## config.mk

```make
export PLATFORM = sky130hd
export DESIGN_NAME = stf_front
export DESIGN_NICKNAME = d
export VERILOG_FILES = /design/src/stale_timestamp_filter_core_defines.svh /design/src/stf_pkg.sv /design/src/stf_front.sv
export SDC_FILE = /design/constraint.sdc
export NUM_CORES = 1
export LEC_CHECK = 0
export BUFFER_PORTS_ARGS = -buffer_cell sky130_fd_sc_hd__buf_4
export CAP_MARGIN = 40
export CORE_MARGIN = 2
export CORE_UTILIZATION = 28
export DETAILED_ROUTE_END_ITERATION = 10
export PLACE_DENSITY = 0.89
export RECOVER_POWER = 100
export SYNTH_ARGS = -nofsm -noshare
export SYNTH_HDL_FRONTEND = slang
export SYNTH_SLANG_ARGS = --single-unit
```

## constraint.sdc

```tcl
create_clock -name vclk -period 2.36
set_input_delay 0.472 -clock vclk [all_inputs]
set_output_delay 0.472 -clock vclk [all_outputs]
set_load 0.1 [all_outputs]
```

## src/stale_timestamp_filter_core_defines.svh

```systemverilog
`ifndef STALE_TIMESTAMP_FILTER_CORE_DEFINES_SVH
`define STALE_TIMESTAMP_FILTER_CORE_DEFINES_SVH

// same-cycle implication
`define STF_ASSERT_NOW(lbl, clk, rst_n, ante, cons, msg) \
    lbl: assert property (@(posedge clk) disable iff (!rst_n) (ante) |-> (cons)) else $error(msg);

// next-cycle implication
`define STF_ASSERT_NEXT(lbl, clk, rst_n, ante, cons, msg) \
    lbl: assert property (@(posedge clk) disable iff (!rst_n) (ante) |=> (cons)) else $error(msg);

`endif

```

## src/stf_pkg.sv

```systemverilog
package stf_pkg;

    localparam logic [1:0] OP_PLAYER  = 2'd0;
    localparam logic [1:0] OP_VEHICLE = 2'd1;
    localparam logic [1:0] OP_MARKER  = 2'd2;

    localparam int unsigned PLAYER_CHANS  = 6;
    localparam int unsigned VEHICLE_CHANS = 2;
    localparam logic [2:0]  CH_FIRST_VEHICLE = 3'd6;

    localparam int unsigned QUEUE_DEPTH = 2;

    typedef enum logic [1:0] {
        V_ACCEPT  = 2'd0,
        V_STALE   = 2'd1,
        V_INVALID = 2'd2,
        V_RANGE   = 2'd3
    } t_verdict;

    typedef enum logic [1:0] {
        T_NONE,
        T_PLAYER,
        T_VEHICLE,
        T_MARKER
    } t_target;

    typedef struct packed {
        t_target     target;
        t_verdict    verdict;
        logic [15:0] id;
        logic [2:0]  ch;
        logic [31:0] stamp;
    } t_req;

    typedef enum logic [1:0] {
        S_CLEAR,
        S_IDLE,
        S_CHECK
    } t_bstate;

endpackage

```

## src/stf_front.sv

```systemverilog
module stf_front import stf_pkg::*; #(
    parameter int PLAYER_SLOTS  = 1024,
    parameter int VEHICLE_SLOTS = 2048
) (
    input  logic        i_valid,
    output logic        o_ready,
    input  logic [1:0]  i_opcode,
    input  logic [15:0] i_entity_id,
    input  logic [2:0]  i_channel,
    input  logic [31:0] i_stamp,
    input  logic        i_busy,
    input  logic        i_q_ready,
    output logic        o_push,
    output t_req        o_req
);

    logic stamp_zero;
    logic player_bad;
    logic vehicle_bad;

    assign stamp_zero  = (i_stamp == 32'd0);
    assign player_bad  = ({1'b0, i_entity_id} >= 17'(PLAYER_SLOTS));
    assign vehicle_bad = ({1'b0, i_entity_id} >= 17'(VEHICLE_SLOTS));

    assign o_ready = i_q_ready && !i_busy;
    assign o_push  = i_valid && o_ready;

    always_comb begin
        o_req.id      = i_entity_id;
        o_req.ch      = i_channel;
        o_req.stamp   = i_stamp;
        o_req.target  = T_NONE;
        o_req.verdict = V_ACCEPT;
        unique case (i_opcode)
            OP_PLAYER: begin
                priority if (player_bad) begin
                    o_req.verdict = V_INVALID;
                end else if (stamp_zero || i_channel >= CH_FIRST_VEHICLE) begin
                    o_req.verdict = V_ACCEPT;
                end else begin
                    o_req.target = T_PLAYER;
                end
            end
            OP_VEHICLE: begin
                priority if (vehicle_bad) begin
                    o_req.verdict = V_RANGE;
                end else if (stamp_zero || i_channel < CH_FIRST_VEHICLE) begin
                    o_req.verdict = V_ACCEPT;
                end else begin
                    o_req.target = T_VEHICLE;
                end
            end
            OP_MARKER: begin
                if (!stamp_zero) begin
                    o_req.target = T_MARKER;
                end
            end
            default: begin
                o_req.verdict = V_INVALID;
            end
        endcase
    end

endmodule

```

==> metrics.csv, run 1 <==
metric;value;unit
final wirelength;1790;um
CP Capture Type;primary output;
top-count cell post-synth;buf_4;
DP Cell Count;144;
post-route design area;778;um^2
end of the worst hold path;o_req[35];
Setup CP Type;input port to primary output;
Post-Synth XOR/XNOR Area;0;%
total gr overflow;0;
class of the worst hold path;input port to primary output;
Initial Utilization;29.4;%
I/O Buffers;91;
unrepaired setup endpoints after global routing;false;
clk_buf instances;0;
initial antenna violation count;0;
P per Cell Area;547;mW/mm^2
final setup margin;94.8;ps
max-slew violation count;0;
Lkg Pwr;0.346;nW
hpwl dp;1640;um
compound-cell area share of the yosys netlist;7.89;%
Wirelength per Cell;12.4;um
Final period util;96.0;%
FFs & Latches;0;
main combinational cell family by area after synthesis;buffers and inverters;
setup bufs post-CTS;0;
total power;0.426;mW
Rows;16;
number of setup violations in the final report;0;
Arr. time, crit path;1790;ps
final hold viol count;0;
IO Pins;113;
register area;0;um^2
sequential cell area fraction in the yosys report;0;%
post-synthesis simple-gate area fraction;24.3;%
commonest cells in the synthesized netlist;51 x buf_4, 9 x nor4_1, 3 x a21oi_1;
Distinct cells, synth;14;
layout cell share with drive strength beyond 1;49.6;%
final core utilization;40.1;%
NumNets Final;175;
Setup TNS;0;ps
Net Count, Synth;133;
Mean Syn Cell Area;7.41;um^2
max cap viols;0;
vias in the first global route;606;
Post-Synth Adder-Cell Area;0;%
largest net degree at the start of global routing;6;
Synth area leaders;buf_4 67%, nor4_1 9.9%, nor4_4 3.7%;
DP Worst Slack;25.5;ps
Worst Setup SP;i_entity_id[12];
Slew @ Worst Pin;1190;ps
die height;49.1;um
Worst Hold Depth;0;
HP Start;i_entity_id[0];
CP peak stage delay;560;ps
Post-Layout Cell Count;144;
CP max-delay cell;or4_4;
status;completed;
Startpoint Class;input port;
Final ANT Viol Nets;0;
FMAX;0.441;GHz
1st-iter DRT viols;3;
multiplexer area fraction after synthesis;0;%
Area Growth Syn to Fin;36.4;%
core area;0.00194;mm^2
Yosys top cell area share;67.1;%
Slew headroom;21.0;%
Yosys top cell by area;buf_4;
CP top delay family;simple AND/OR/NAND/NOR gates;
Residual DRC;0;
WP data required;1890;ps
critical path depth in cells;5;
WHS;944;ps
DR vias;630;
fin crit period;2270;ps
number of antenna diodes;0;
Critical path buffers and inverters;2;
drt pass-1 iters;4;
worst-path maximum fanout;3;
first-pass GRT wire length;2640;um
Mapped Area;571;um^2
VDD IR max;0.252;mV
Die X-Extent;49.1;um
Yosys warning count;0;
Vias/cell;4.38;
GRT Total Usage;13.1;%
die area;0.00241;mm^2
worst path cell trace;clkbuf_2 > or4_4 > nor4_4 > a2bb2oi_4 > buf_6;
RD Place Congestion;0.764;
Syn Inst Count;77;
Placed Instance Area;938;um^2
[timing repair]
item | in CTS | in global routing
hold endpoints to repair | 0 | 0
gates resized for setup | 0 | 1
endpoints found under the setup margin | 0 | 1
hold buffers | 0 | 0
[cells by family after synthesis]
kind of cell	after synthesis
buffers and inverters	52
AND/OR/NAND/NOR	19
AO/OA/AOI/OAI	6
[power by group]
group          internal, mW  switching, mW
clock                     0              0
combinational        0.0745          0.351
sequential                0              0
total                0.0745          0.351
[worst max-delay path by stage]
stage | end
floorplan | o_req[53]
global placement | o_req[54]
detailed placement | o_req[54]
CTS | o_req[54]
global route | o_req[54]
finish | o_req[54]
[cell type report]
cell class         count  area [um^2]
multi-input cells     25          218
fillers              251         1160
repair buffers        91          523
inverters              1         3.75
well taps             27         33.8
[per-layer routing]
metal	share of wire (%)	wire length, um	global-route usage [%]	vias to the layer above
li1	-	-	-	299
met1	32	567	11.9	273
met2	55	984	29.5	58
met3	13	235	3.07	0
met4	0	0	0	0
met5	0	0	0	-
[cell usage in the layout, fill, tap and decap left out, types with 2 or more instances in the layout]
cell type  synthesis  layout
and4_1             2       2
buf_4             51      44
clkbuf_2           0       2
a21oi_1            3       2
buf_2              0       2
clkbuf_1           0      41
nor4_1             9       9
Power figures use the tool's default switching activity.
==> run 2, diff against run 1 <==
Settings changed: CELL_PAD_IN_SITES_DETAIL_PLACEMENT set to 0, CELL_PAD_IN_SITES_GLOBAL_PLACEMENT set to 1, CORE_UTILIZATION 28 to 15, PLACE_DENSITY 0.89 to not set, PLACE_DENSITY_LB_ADDON set to 0.1.
==> metrics.csv, run 2 (synthesis results as in run 1) <==
metric;value;unit;change
I/O Buffers;91;;unchanged
FMAX;0.440;GHz;was 0.441 GHz
Vias/cell;3.79;;was 4.38
Setup CP Type;input port to primary output;;unchanged
CP Capture Type;primary output;;unchanged
worst-path maximum fanout;3;;unchanged
final wirelength;1870;um;was 1790 um
max cap viols;0;;unchanged
total gr overflow;0;;unchanged
switching power of the nets;0.351;mW;about the same
FFs & Latches;0;;unchanged
clock group share of total power;0;%;about the same
first-pass GRT wire length;2650;um;was 2640 um
Int Pwr;0.0753;mW;was 0.0745 mW
CP top delay family;simple AND/OR/NAND/NOR gates;;unchanged
drt pass-1 iters;2;;was 4
Wirelength per Cell;11.3;um;was 12.4 um
initial antenna violation count;0;;unchanged
CP max-delay cell;or4_4;;unchanged
WP data required;1890;ps;about the same
sw frac;82.3;%;was 82.5%
largest net degree at the start of global routing;6;;unchanged
Comb pwr share;100.0;%;about the same
VDD IR max;0.121;mV;was 0.252 mV
Residual DRC;0;;unchanged
Lkg Pwr;0.346;nW;about the same
Area Growth Syn to Fin;41.9;%;was 36.4%
setup bufs post-CTS;0;;unchanged
DR vias;626;;was 630
GRT Total Usage;7.30;%;was 13.1%
class of the worst hold path;input port to primary output;;unchanged
DP Cell Count;165;;was 144
fin crit period;2270;ps;about the same
clk_buf instances;0;;unchanged
max-slew violation count;0;;unchanged
Critical path buffers and inverters;2;;unchanged
final hold viol count;0;;unchanged
Final ANT Viol Nets;0;;unchanged
final core utilization;22.1;%;was 40.1%
CTS Hold Buffers Added;0;;unchanged
RD Place Congestion;0.599;;was 0.764
die area;0.00431;mm^2;was 0.00241 mm^2
layout cell share with drive strength beyond 1;49.6;%;unchanged
IO Pins;113;;unchanged
unrepaired setup endpoints after global routing;false;;unchanged
end of the worst hold path;o_req[32];;was o_req[35]
commonest non-fill, non-tap cell in the layout;buf_4;;unchanged
Worst Hold Depth;0;;unchanged
P per Cell Area;527;mW/mm^2;was 547 mW/mm^2
number of antenna diodes;0;;unchanged
Initial Utilization;15.6;%;was 29.4%
Startpoint Class;input port;;unchanged
Arr. time, crit path;1800;ps;was 1790 ps
Slew @ Worst Pin;1180;ps;was 1190 ps
HP Start;i_channel[0];;was i_entity_id[0]
Fillers;436;;was 251
number of setup violations in the final report;0;;unchanged
Flop pwr share;0;%;about the same
Final period util;96.3;%;was 96.0%
NumNets Final;175;;unchanged
worst path cell trace;clkbuf_2 > or4_4 > nor4_4 > a2bb2oi_4 > buf_6;;unchanged
core area;0.00366;mm^2;was 0.00194 mm^2
Slew headroom;21.4;%;was 21.0%
CP peak stage delay;560;ps;about the same
Post-Layout Cell Count;165;;was 144
Die X-Extent;65.7;um;was 49.1 um
register area;0;um^2;unchanged
status;completed;;unchanged
vias in the first global route;582;;was 606
die height;65.7;um;was 49.1 um
multi-input logic area;218;um^2;unchanged
Rows;22;;was 16
1st-iter DRT viols;12;;was 3
commonest cells after routing, fill and taps aside;44 x buf_4, 41 x clkbuf_1, 9 x nor4_1;;unchanged
run 2: changes by cell type in the layout (fill, tap and decap cells not counted), sizes merged:
cell and change:
clkbuf +2, buf -2
run 2: repair_timing:
action / CTS / global route
resized for setup: 0 / 1
hold endpoints to repair: 0 / 0
endpoints found under the setup margin: 0 / 1
run 2: final cells by class:
class	instances	area share (%)
Multi-Input combinational cell	25	26.9
Tap cell	48	7.42
Timing Repair Buffer	91	65.2
Inverter	1	0.464
run 2: worst max path at each step:
stage               startpoint  cells after the start         to  slack, ps
4_1_cts        i_entity_id[12]                      5  o_req[54]         10
3_5_place_dp   i_entity_id[12]                      5  o_req[54]         20
6_report       i_entity_id[12]                      5  o_req[54]         90
2_1_floorplan  i_entity_id[13]                      3  o_req[53]       -230
5_1_grt        i_entity_id[12]                      5  o_req[54]         30
3_3_place_gp   i_entity_id[12]                      5  o_req[54]         20
run 2: power groups by stage:
stage                     logic [mW]  clock network (mW)  registers (mW)
after floorplan                0.464                   0               0
after global placement         0.462                   0               0
after detailed placement       0.462                   0               0
after CTS                      0.462                   0               0
after global routing           0.438                   0               0
final                          0.426                   0               0
run 2: layer usage:
layer,up-vias,wire length (um),track usage (%)
li1,299,-,-
met3,2,226,1.54
met2,44,998,14.8
met5,-,0,0
met4,0,5,0.521
met1,281,638,7.89
run 2: stage by stage:
stage	power [mW]	cell area [um^2]	worst slack, ps	TNS (ps)	hold WS (ps)
finish	0.426	810	87.1	0	944
global route	0.438	810	29.3	0	944
CTS	0.462	965	12.2	0	945
detailed placement	0.462	965	17.1	0	945
global placement	0.462	965	21.5	0	945
floorplan	0.464	604	-231	-231	1050
==> run 3, diff against run 2 <==
Settings changed: CELL_PAD_IN_SITES_DETAIL_PLACEMENT 0 to not set, CELL_PAD_IN_SITES_GLOBAL_PLACEMENT 1 to not set, CORE_UTILIZATION 15 to 26, GPL_ROUTABILITY_DRIVEN set to 0, PLACE_DENSITY set to 0.83, PLACE_DENSITY_LB_ADDON 0.1 to not set.
Clock period 2.36 ns to 2.6 ns, I/O delays scaled along.
==> metrics.csv, run 3 (synthesis results as in run 1) <==
metric;value;unit;change
FMAX;0.406;GHz;
Lkg Pwr;0.340;nW;was 0.346 nW
VDD IR max;0.197;mV;was 0.121 mV
met3 usage;1.75;%;was 1.54%
IO Pins;113;;unchanged
Fillers;252;;was 436
final hold viol count;0;;unchanged
CP Capture Type;primary output;;unchanged
die height;50.8;um;was 65.7 um
Arr. time, crit path;1940;ps;was 1800 ps
vias in the first global route;597;;was 582
DP Cell Count;144;;was 165
Initial Utilization;28.2;%;was 15.6%
worst path cell trace;buf_4 > or4_4 > nor4_4 > a2bb2oi_4 > clkbuf_4;;was clkbuf_2 > or4_4 > nor4_4 > a2bb2oi_4 > buf_6
total power;0.385;mW;was 0.426 mW
setup bufs post-CTS;0;;unchanged
class of the worst hold path;input port to primary output;;unchanged
final core utilization;38.1;%;was 22.1%
Slew headroom;20.4;%;was 21.4%
total gr overflow;0;;unchanged
Final ANT Viol Nets;0;;unchanged
Wirelength per Cell;12.9;um;was 11.3 um
Setup CP Type;input port to primary output;;unchanged
DR vias;631;;was 626
GRT Total Usage;13.3;%;was 7.30%
Critical path buffers and inverters;2;;unchanged
GRT met1 Usage;13.8;%;was 7.89%
CTS Hold Buffers Added;0;;unchanged
commonest cells after routing, fill and taps aside;45 x buf_4, 41 x clkbuf_1, 9 x nor4_1;;was 44 x buf_4, 41 x clkbuf_1, 9 x nor4_1
hpwl dp;1730;um;
Die X-Extent;50.8;um;was 65.7 um
largest net degree at the start of global routing;6;;unchanged
Startpoint Class;input port;;unchanged
max cap viols;0;;unchanged
P per Cell Area;500;mW/mm^2;was 527 mW/mm^2
final wirelength;1860;um;was 1870 um
1st-iter DRT viols;4;;was 12
NumNets Final;175;;unchanged
worst-path maximum fanout;3;;unchanged
Area Growth Syn to Fin;34.9;%;was 41.9%
Vias/cell;4.38;;was 3.79
fin crit period;2460;ps;
Residual DRC;0;;unchanged
met2 global-route usage;28.5;%;was 14.8%
unrepaired setup endpoints after global routing;false;;unchanged
register area;0;um^2;unchanged
max-slew violation count;0;;unchanged
Rows;16;;was 22
core area;0.00202;mm^2;was 0.00366 mm^2
commonest non-fill, non-tap cell in the layout;buf_4;;unchanged
initial antenna violation count;0;;unchanged
Final period util;94.8;%;
# resized after CTS;0;;unchanged
WP data required;2080;ps;was 1890 ps
status;completed;;unchanged
clk_buf instances;0;;unchanged
number of setup violations in the final report;0;;unchanged
Post-Layout Cell Count;144;;was 165
Slew @ Worst Pin;1200;ps;was 1180 ps
drt pass-1 iters;4;;was 2
FFs & Latches;0;;unchanged
layout cell share with drive strength beyond 1;49.6;%;unchanged
first-pass GRT wire length;2760;um;was 2650 um
CP max-delay cell;or4_4;;unchanged
Most Used Layer, Global Route;met2;;unchanged
I/O Buffers;91;;unchanged
CP top delay family;simple AND/OR/NAND/NOR gates;;unchanged
number of antenna diodes;0;;unchanged
die area;0.00259;mm^2;was 0.00431 mm^2
CP peak stage delay;550;ps;was 560 ps
==> run 3: power by group <==
part | total (mW) | internal [mW] | switching (mW)
Clock | 0 | 0 | 0
Combinational | 0.385 | 0.0662 | 0.318
Sequential | 0 | 0 | 0
==> run 3: cell type report <==
class                           instances  area, um^2  share of cell area, %
Multi-Input combinational cell         25         213                   27.6
Tap cell                               27        33.8                   4.39
Inverter                                1        3.75                  0.488
Timing Repair Buffer                   91         519                   67.5
==> run 3: worst paths after layout <==
check	startpoint	endpoint	slack, ps	cells past startpoint
hold / removal	i_entity_id[6]	o_req[41]	1040	0
setup / recovery	i_entity_id[12]	o_req[54]	140	5
==> run 3: per-layer routing <==
layer	vias to the layer above	wire length, um
li1	297	-
met1	274	547
met2	58	1060
met3	2	251
met4	0	4
met5	-	0
==> run 3: metrics by stage <==
step                      setup TNS (ps)  setup WS [ps]  hold slack [ps]  instance area, um^2
final                                  0            136             1040                  769
after detailed placement               0            166             1040                  933
after CTS                              0            161             1040                  933
after floorplan                    -87.2          -87.2             1210                  599
after global routing                   0           81.8             1040                  769
after global placement                 0            167             1040                  933
