**src/stale_timestamp_filter_core_defines.svh**
```systemverilog
`ifndef STALE_TIMESTAMP_FILTER_CORE_DEFINES_SVH
`define STALE_TIMESTAMP_FILTER_CORE_DEFINES_SVH

// same-cycle implication
`define STF_ASSERT_NOW(lbl, clk, rst_n, ante, cons, msg) \
    lbl: assert property (@(posedge clk) disable iff (!rst_n) (ante) |-> (cons)) else $error(msg);

// next-cycle implication
`define STF_ASSERT_NEXT(lbl, clk, rst_n, ante, cons, msg) \
    lbl: assert property (@(posedge clk) disable iff (!rst_n) (ante) |=> (cons)) else $error(msg);

`endif

```
**src/stf_pkg.sv**
```systemverilog
package stf_pkg;

    localparam logic [1:0] OP_PLAYER  = 2'd0;
    localparam logic [1:0] OP_VEHICLE = 2'd1;
    localparam logic [1:0] OP_MARKER  = 2'd2;

    localparam int unsigned PLAYER_CHANS  = 6;
    localparam int unsigned VEHICLE_CHANS = 2;
    localparam logic [2:0]  CH_FIRST_VEHICLE = 3'd6;

    localparam int unsigned QUEUE_DEPTH = 2;

    typedef enum logic [1:0] {
        V_ACCEPT  = 2'd0,
        V_STALE   = 2'd1,
        V_INVALID = 2'd2,
        V_RANGE   = 2'd3
    } t_verdict;

    typedef enum logic [1:0] {
        T_NONE,
        T_PLAYER,
        T_VEHICLE,
        T_MARKER
    } t_target;

    typedef struct packed {
        t_target     target;
        t_verdict    verdict;
        logic [15:0] id;
        logic [2:0]  ch;
        logic [31:0] stamp;
    } t_req;

    typedef enum logic [1:0] {
        S_CLEAR,
        S_IDLE,
        S_CHECK
    } t_bstate;

endpackage

```
**src/stf_queue.sv**
```systemverilog
module stf_queue import stf_pkg::*; (
    input  logic i_clk,
    input  logic i_rst_n,
    input  logic i_push,
    input  t_req i_req,
    output logic o_ready,
    output logic o_valid,
    output t_req o_req,
    input  logic i_pop
);

    localparam int PW = $clog2(QUEUE_DEPTH);
    localparam int CW = $clog2(QUEUE_DEPTH + 1);

    t_req          r_slot [QUEUE_DEPTH];
    logic [PW-1:0] r_wr;
    logic [PW-1:0] r_rd;
    logic [CW-1:0] r_count;

    assign o_ready = (r_count != CW'(QUEUE_DEPTH));
    assign o_valid = (r_count != '0);
    assign o_req   = r_slot[r_rd];

    always_ff @(posedge i_clk) begin
        if (i_push) begin
            r_slot[r_wr] <= i_req;
        end
    end

    always_ff @(posedge i_clk) begin
        if (!i_rst_n) begin
            r_wr    <= '0;
            r_rd    <= '0;
            r_count <= '0;
        end else begin
            if (i_push) begin
                r_wr <= (r_wr == PW'(QUEUE_DEPTH - 1)) ? '0 : r_wr + 1'b1;
            end
            if (i_pop) begin
                r_rd <= (r_rd == PW'(QUEUE_DEPTH - 1)) ? '0 : r_rd + 1'b1;
            end
            if (i_push && !i_pop) begin
                r_count <= r_count + 1'b1;
            end else if (i_pop && !i_push) begin
                r_count <= r_count - 1'b1;
            end
        end
    end

endmodule

```
**config.mk**
```make
export PLATFORM = sky130hd
export DESIGN_NAME = stf_queue
export DESIGN_NICKNAME = d
export VERILOG_FILES = /design/src/stale_timestamp_filter_core_defines.svh /design/src/stf_pkg.sv /design/src/stf_queue.sv
export SDC_FILE = /design/constraint.sdc
export NUM_CORES = 1
export LEC_CHECK = 0
export ABC_CLOCK_PERIOD_IN_PS = 3950
export BUFFER_PORTS_ARGS = -buffer_cell sky130_fd_sc_hd__buf_2
export CAP_MARGIN = 20
export CELL_PAD_IN_SITES_DETAIL_PLACEMENT = 1
export CELL_PAD_IN_SITES_GLOBAL_PLACEMENT = 2
export CORE_ASPECT_RATIO = 1.25
export CORE_MARGIN = 3
export CORE_UTILIZATION = 38
export CTS_CLUSTER_DIAMETER = 200
export DETAILED_ROUTE_END_ITERATION = 10
export PLACE_DENSITY = 0.75
export SYNTH_ARGS = -nofsm -noshare
export SYNTH_HDL_FRONTEND = slang
export SYNTH_SLANG_ARGS = --single-unit
```
**constraint.sdc**
```tcl
create_clock -name i_clk -period 3.95 [get_ports i_clk]
set_input_delay 0.5925 -clock i_clk [delete_from_list [all_inputs] [get_ports i_clk]]
set_output_delay 0.5925 -clock i_clk [all_outputs]
set_load 0.02 [all_outputs]
```
==> run metrics, run 1 <==
status completed; clk_skew 0.00930 ns; most frequent cells in the layout buf_2 (115), edfxtp_1 (110), mux2_1 (55); critical path, cell by cell buf_4, mux2_1, buf_2; CP Capture Type output port; Resized Gates After CTS 0; count of pins over their slew limit 0; leak pwr 0.00212 uW; final worst-path cycle share 68.2%; Syn-to-layout area delta 32.2%; Startpoint Class flip-flop; Vias 2191; Via density 4.65; crit path DAT 2.10 ns; CTS H-Tree Depth 4; IO Port Bufs 115; drt wl/cell 16.6 um; Syn Inst Count 193; Boundary Pins 116; Setup TNS 0 ns; Cell Area, Synth 4210 um^2; Site Rows 42; CTS Buf Count 17; Peak VDD IR 0.393 mV; final std cells w/o fill 471; hold buffers post-CTS 0; Synth cell types 17; fin crit period 2.70 ns; Clock Latency Late Sink 0.40 ns; GRT Util Overall 13.5%; pwr/cell area 593 nW/um^2; final WL 7820 um; vias in the first global route 2460; worst hold path type input port to flip-flop; Initial Util 39.2%; Filler Cell Count 1035; clock root buffer clkbuf_16; critical path class flip-flop to output port; Die Footprint 12400 um^2; WHS 0.379 ns; Remaining DRCs 0; register area share after synthesis 80.9%; worst slew pin tran 0.858 ns; Max Freq 371 MHz; final net count 386; Final ANT Viol Nets 0; share of cells above drive strength 1 44.8%; drt pass-1 iters 4; Worst-path clk slew 0.06 ns; Final HPWL DP 5180 um; Vert. Die Dim 124 um; Overflow after GRT 0; RSZ-0062 raised after global routing no; relative slew slack 42.7%; endpoints failing setup 0; FF+latch count, synth 115; CP max stage delay 0.79 ns; Synth Warn # 0; # clock sinks 115; setup repair bufs after CTS 0; Syn Area/Cell 21.8 um^2; initial antenna violation count 0; width of the die 100 um; Placer Congestion 0.673; first-pass GRT wire length 12200 um; endpoints failing hold 0; CTS max path bufs 2; CTS tree done; largest net degree at the start of global routing 35; critical path fanouts, max 28; drt initial violations 59; Cells after DPL 439; ant diodes 0; Critical Path RT 3.36 ns; CORE AREA 10700 um^2; syn nets 253; CP max-delay cell dfxtp_2; commonest non-fill, non-tap cell in the layout buf_2; Max-Cap Viols 0
[report_power, final]
part | total, uW | switching (uW) | internal (uW)
registers | 1440 | 27.1 | 1410
logic | 299 | 180 | 119
clock network | 1560 | 513 | 1050
[logic make-up after synthesis]
| group | share of synthesized area, % |
|---|---|
| flops | 80.9 |
| buf+inv | 1.61 |
| simple gates | 1.34 |
| compound gates | 0.476 |
| fa+ha+maj | 0.297 |
| mux | 14.7 |
| xor+xnor | 0.625 |
[cells in the mapped netlist]
library cell,number,area share [%]
ha_1,1,0.30
o21ai_0,1,0.12
and2_1,4,0.59
or3_1,1,0.15
nand2b_1,1,0.15
nor2b_1,2,0.30
xnor2_1,1,0.21
buf_6,5,1.3
inv_1,1,0.089
buf_4,1,0.18
mux2_1,55,15
xor2_1,2,0.42
or2_1,1,0.15
o21a_1,1,0.18
dfxtp_1,5,2.4
a21boi_1,1,0.18
edfxtp_1,110,79
[critical path, delay by kind of cell (launching register included)]
family	cells	cell delay [ns]
buffers and inverters	2	0.53
flip-flops	1	0.79
multiplexers	1	0.37
[metal layers]
metal	global-route usage, %	wire, um	part of all wire (%)	vias to the layer above
met5	0	0	0	-
met4	5.31	43	0.55	0
met3	5.38	439	5.6	4
met2	23.2	4220	54	71
met1	15.1	3120	40	1087
li1	-	-	-	1029
[final timing paths]
check | end | cells past startpoint | from | slack (ns)
setup / recovery | o_req[21] | 3 | flip-flop | 1.25
hold / removal | r_slot[0][25] | 1 | i_req[25] | 0.38
hold reg to reg | r_count[1] | 2 | r_count[1] | 0.50
setup reg to reg | r_slot[1][12] | 2 | r_wr | 2.17
[sequential cells by signal (all words and copies together), names as in the netlist, named ones only]
name	flops
r_slot	110
r_count	2
r_rd	1
r_wr	1
[metrics by stage]
stage	setup WS [ns]	total power [uW]	utilization (%)	cell area, um^2
6_report	1.25	3300	51.9	5560
5_1_grt	1.12	3430	51.9	5560
3_3_place_gp	1.63	1760	46.1	4940
4_1_cts	1.19	3340	51.9	5560
3_5_place_dp	1.63	1770	46.1	4940
2_1_floorplan	0.421	1650	-	4210
[cell type report]
type                            count  area [um^2]  area share [%]
Clock buffer                       18          429            7.72
Tap cell                          132          165            2.97
Inverter                            1         3.75          0.0675
Timing Repair Buffer              120          626            11.3
Multi-Input combinational cell     71          743            13.4
Sequential cell                   115         3400            61.2
Clock inverter                     14          188            3.38
Power figures use the tool's default switching activity.
==> run 2: changes to the inputs <==
- ABC_CLOCK_PERIOD_IN_PS: 3950 -> 2800
- clock period: 3.95 -> 2.8 ns (I/O delays scaled with it)
==> run metrics, run 2 (synthesized netlist as in run 1, its figures left out) <==
status completed (unchanged); CTS max path bufs 2 (unchanged); share of cells above drive strength 1 43.0% (was 44.8%); CP max stage delay 0.42 ns (was 0.79 ns); clock root buffer clkbuf_16 (unchanged); Vias 2155 (was 2191); CP max-delay cell buf_4 (was dfxtp_2); Remaining DRCs 0 (unchanged); Initial Util 39.2% (unchanged); Min-Delay Path Depth 1 (unchanged); final net count 385 (was 386); area of placed instances 4950 um^2 (was 4940 um^2); biggest regs r_slot x110, r_count x2 (unchanged); relative slew slack 64.4% (was 42.7%); Resized Gates After CTS 0 (unchanged); Sw Pwr 939 uW (was 720 uW); Reg2Reg Depth 2 (unchanged); first-pass GRT wire length 11700 um (was 12200 um); Switching Share 21.9% (was 21.8%); critical path fanouts, max 34 (was 28); Logic pwr share 10.1% (was 9.1%); CORE AREA 10700 um^2 (unchanged); Placer Congestion 0.686 (was 0.673); CP Capture Type output port (unchanged); Top reg by flops r_slot (unchanged); CTS tree done (unchanged); final WL 7540 um (was 7820 um); endpoints failing hold 0 (unchanged); Clk pwr share 42.8% (was 47.4%); CTS H-Tree Depth 4 (unchanged); Site Rows 42 (unchanged); fin crit period 2.13 ns; most frequent cells in the layout buf_2 (115), edfxtp_1 (110), mux2_1 (55) (unchanged); Final ANT Viol Nets 0 (unchanged); Worst-path clk slew 0.05 ns (was 0.06 ns); Via density 4.59 (was 4.65); Vert. Die Dim 124 um (unchanged); Critical Path RT 2.38 ns (was 3.36 ns); Critical R2R Capture r_slot[1][52] (was r_slot[1][12]); hold buffers post-CTS 0 (unchanged); leak pwr 0.00208 uW (was 0.00212 uW); crit path DAT 1.71 ns (was 2.10 ns); critical path, cell by cell buf_4, mux2_1, buf_2 (unchanged); drt initial violations 120 (was 59); Internal Pwr Total 3340 uW (was 2580 uW); Sequential Power Share 47.1% (was 43.6%); width of the die 100 um (unchanged); total power 4280 uW (was 3300 uW); max reg flops 110 (unchanged); Final HPWL DP 5100 um (was 5180 um); Hold Crit Endpoint r_slot[0][11] (was r_slot[0][25]); worst slew pin tran 0.534 ns (was 0.858 ns); Setup TNS 0 ns (unchanged); Boundary Pins 116 (unchanged); endpoints failing setup 0 (unchanged); critical path class flip-flop to output port (unchanged); final worst-path cycle share 76.0%; IO Port Bufs 115 (unchanged); Syn-to-layout area delta 29.8% (was 32.2%); post-layout util 50.9% (was 51.9%); Hold Crit Start i_req[11] (was i_req[25]); clk_skew 0.00371 ns (was 0.00930 ns); Worst R2R Start r_wr (unchanged); GRT Util Overall 13.1% (was 13.5%); Max Freq 470 MHz; Design Area, Final 5460 um^2 (was 5560 um^2); Die Footprint 12400 um^2 (unchanged); initial antenna violation count 1 (was 0); largest net degree at the start of global routing 41 (was 35); Clock Latency Late Sink 0.39 ns (was 0.40 ns); CTS Buf Count 17 (unchanged); pwr/cell area 784 nW/um^2 (was 593 nW/um^2); setup repair bufs after CTS 0 (unchanged); commonest non-fill, non-tap cell in the layout buf_2 (unchanged); worst hold path type input port to flip-flop (unchanged); Overflow after GRT 0 (unchanged); count of pins over their slew limit 0 (unchanged); vias in the first global route 2361 (was 2460); Max-Cap Viols 0 (unchanged); Startpoint Class flip-flop (unchanged); Crit path max-delay family buffers and inverters (was flip-flops); Critical path buffers and inverters 2 (unchanged); Reg2Reg Setup Slack 1.27 ns (was 2.17 ns); Peak VDD IR 0.487 mV (was 0.393 mV); drt wl/cell 16.1 um (was 16.6 um); # clock sinks 115 (unchanged); drt pass-1 iters 4 (unchanged); RSZ-0062 raised after global routing no (unchanged)
## run 2: cell count changes in the layout (fill, tap and decap cells not counted), sizes merged
cell and change:
diode +2, clkbuf +2, buf -1, bufinv -3
clkinvlp -4, clkinv +2
## run 2: routing by layer
layer,GRT usage (%),part of all wire (%)
met2,23.1,55
met5,0,0
met3,5.60,6.9
met1,12.7,36
met4,7.33,2.2
## run 2: power groups by stage
stage          logic, uW  clock network (uW)  registers, uW
2_1_floorplan        280                   0           2040
3_3_place_gp         439                   0           2040
3_5_place_dp         445                   0           2050
4_1_cts              447                1880           2010
5_1_grt              473                1980           2020
6_report             434                1830           2010
## run 2: how the worst max path moves through the flow
stage / start / to / slack, ns / cells after the start
6_report: flip-flop / o_req[47] / 0.67 / 3
5_1_grt: flip-flop / o_req[54] / 0.57 / 3
4_1_cts: flip-flop / o_req[30] / 0.62 / 3
3_5_place_dp: flip-flop / o_req[30] / 1.05 / 3
3_3_place_gp: flip-flop / o_req[54] / 1.06 / 3
2_1_floorplan: i_push / r_slot[0][0] / 0.48 / 1
## run 2: through the flow
stage	worst slack, ns	std cells	hold WS [ns]
CTS	0.619	467	0.190
floorplan	0.484	193	0.465
global route	0.568	468	0.183
detailed placement	1.05	438	0.503
finish	0.673	469	0.209
global placement	1.06	438	0.497
## run 2: cell type report
cell class | instances | area, um^2
Sequential cell | 115 | 3400
Multi-Input combinational cell | 71 | 743
Fill cell | 1056 | 5260
Timing Repair Buffer | 119 | 631
Tap cell | 132 | 165
Clock inverter | 9 | 67.6
Antenna cell | 2 | 5.00
Inverter | 1 | 3.75
Clock buffer | 20 | 437
## run 2: worst register-to-register path: stages (launching register included)
cell and delay [ns]:
dfxtp_1 0.38, and2_2 0.52, buf_12 0.30
==> run 3: changes to the inputs <==
- ABC_CLOCK_PERIOD_IN_PS: 2800 -> 2200
- clock period: 2.8 -> 2.2 ns (I/O delays scaled with it)
==> run metrics, run 3 (synthesized netlist as in run 1, its figures left out) <==
clk_skew 0.00743 ns (was 0.00371 ns); Switching Share 21.5% (was 21.9%); # clock sinks 115 (unchanged); drt pass-1 iters 3 (was 4); IO Port Bufs 115 (unchanged); most frequent cells in the layout buf_2 (115), edfxtp_1 (110), mux2_1 (55) (unchanged); Critical R2R Capture r_slot[1][7] (was r_slot[1][52]); Worst-path clk slew 0.05 ns (about the same); Reg2Reg Setup Slack 0.97 ns (was 1.27 ns); Sequential Power Share 46.0% (was 47.1%); endpoints failing setup 0 (unchanged); post-layout util 51.1% (was 50.9%); Remaining DRCs 0 (unchanged); Vias 2183 (was 2155); final net count 385 (unchanged); CTS H-Tree Depth 4 (unchanged); GRT Util Overall 13.3% (was 13.1%); relative slew slack 72.5% (was 64.4%); first-pass GRT wire length 12000 um (was 11700 um); Hold Crit Endpoint r_slot[1][46] (was r_slot[0][11]); Internal Pwr Total 4370 uW (was 3340 uW); Logic pwr share 10.0% (was 10.1%); Hold Crit Start i_req[46] (was i_req[11]); Boundary Pins 116 (unchanged); RSZ-0062 raised after global routing no (unchanged); Sw Pwr 1200 uW (was 939 uW); Clock Latency Late Sink 0.39 ns (about the same); crit path DAT 1.63 ns (was 1.71 ns); largest net degree at the start of global routing 56 (was 41); worst slew pin tran 0.413 ns (was 0.534 ns); Resized Gates After CTS 0 (unchanged); critical path, cell by cell buf_4, mux2_1, buf_2 (unchanged); endpoints failing hold 0 (unchanged); Final HPWL DP 5190 um (was 5100 um); pwr/cell area 1020 nW/um^2 (was 784 nW/um^2); CORE AREA 10700 um^2 (unchanged); Top reg by flops r_slot (unchanged); Worst R2R Start r_wr (unchanged); Startpoint Class flip-flop (unchanged); Max-Cap Viols 0 (unchanged); Setup TNS 0 ns (unchanged); ant diodes 0 (was 2); Die Footprint 12400 um^2 (unchanged); setup repair bufs after CTS 0 (unchanged); biggest regs r_slot x110, r_count x2 (unchanged); Critical Path RT 1.87 ns (was 2.38 ns); status completed (unchanged); leak pwr 0.00209 uW (was 0.00208 uW); initial antenna violation count 0 (was 1); Clk pwr share 44.0% (was 42.8%); max reg flops 110 (unchanged); drt wl/cell 16.8 um (was 16.1 um); clock root buffer clkbuf_16 (unchanged); CTS Buf Count 17 (unchanged); hold buffers post-CTS 0 (unchanged); fin crit period 1.96 ns; Via density 4.66 (was 4.59); CP max stage delay 0.39 ns (was 0.42 ns); worst hold path type input port to flip-flop (unchanged); final WL 7890 um (was 7540 um); Peak VDD IR 0.548 mV (was 0.487 mV); Placer Congestion 0.650 (was 0.686); CP max-delay cell mux2_1 (was buf_4); Final ANT Viol Nets 0 (unchanged); final worst-path cycle share 89.2%; Reg2Reg Depth 2 (unchanged); share of cells above drive strength 1 42.9% (was 43.0%); critical path fanouts, max 30 (was 34); Overflow after GRT 0 (unchanged); Initial Util 39.2% (unchanged); critical path class flip-flop to output port (unchanged); vias in the first global route 2435 (was 2361); Vert. Die Dim 124 um (unchanged); CTS tree done (unchanged); Max Freq 509 MHz; Min-Delay Path Depth 1 (unchanged); count of pins over their slew limit 0 (unchanged); commonest non-fill, non-tap cell in the layout buf_2 (unchanged); Site Rows 42 (unchanged); CP Capture Type output port (unchanged); Syn-to-layout area delta 30.3% (was 29.8%); width of the die 100 um (unchanged); drt initial violations 104 (was 120); CTS max path bufs 2 (unchanged)
-- run 3: cell count changes in the layout (fill, tap and decap cells not counted) --
cell / before / now
bufinv_16: 1 / 2
clkinvlp_4: 1 / 0
diode_2: 2 / 0
clkbuf_1: 3 / 4
-- run 3: final cells by class --
class                           count  area (um^2)
Clock inverter                      9         90.1
Multi-Input combinational cell     71          743
Tap cell                          132          165
Timing Repair Buffer              119          631
Sequential cell                   115         3400
Inverter                            1         3.75
Fill cell                        1061         5240
Clock buffer                       21          440
-- run 3: worst max-delay path by stage --
stage	startpoint	end	slack (ns)
floorplan	r_wr	r_slot[1][0]	0.09
global placement	flip-flop	o_req[36]	0.61
detailed placement	flip-flop	o_req[43]	0.60
CTS	flip-flop	o_req[43]	0.17
global route	flip-flop	o_req[43]	0.12
finish	flip-flop	o_req[36]	0.24
-- run 3: metal layers --
| layer | GRT usage (%) | vias to the layer above | share of wire, % |
|---|---|---|---|
| met5 | 0 | - | 0 |
| met4 | 6.99 | 0 | 1.9 |
| met3 | 4.31 | 10 | 4.7 |
| met2 | 24.3 | 68 | 56 |
| met1 | 13.3 | 1087 | 37 |
| li1 | - | 1018 | - |
-- run 3: power by group through the flow --
stage / Combinational, uW / Clock [uW] / Sequential [uW]
3_5_place_dp: 570 / 0 / 2600
6_report: 558 / 2450 / 2560
4_1_cts: 573 / 2510 / 2560
3_3_place_gp: 562 / 0 / 2600
2_1_floorplan: 357 / 0 / 2600
5_1_grt: 605 / 2640 / 2570
-- run 3: stage by stage --
| step | worst slack, ns | cell area, um^2 | hold WS, ns | total power, uW | cells |
|---|---|---|---|---|---|
| 6_report | 0.237 | 5480 | 0.127 | 5570 | 468 |
| 5_1_grt | 0.119 | 5480 | 0.106 | 5820 | 468 |
| 4_1_cts | 0.173 | 5480 | 0.103 | 5650 | 468 |
| 3_5_place_dp | 0.603 | 4950 | 0.504 | 3170 | 438 |
| 3_3_place_gp | 0.608 | 4950 | 0.476 | 3160 | 438 |
| 2_1_floorplan | 0.0880 | 4210 | 0.429 | 2950 | 193 |
-- run 3: worst max-delay path: cells and delay by family (launching register included) --
kind	cells	cell delay (ns)
DFF	1	0.32
buffers and inverters	2	0.54
muxes	1	0.39
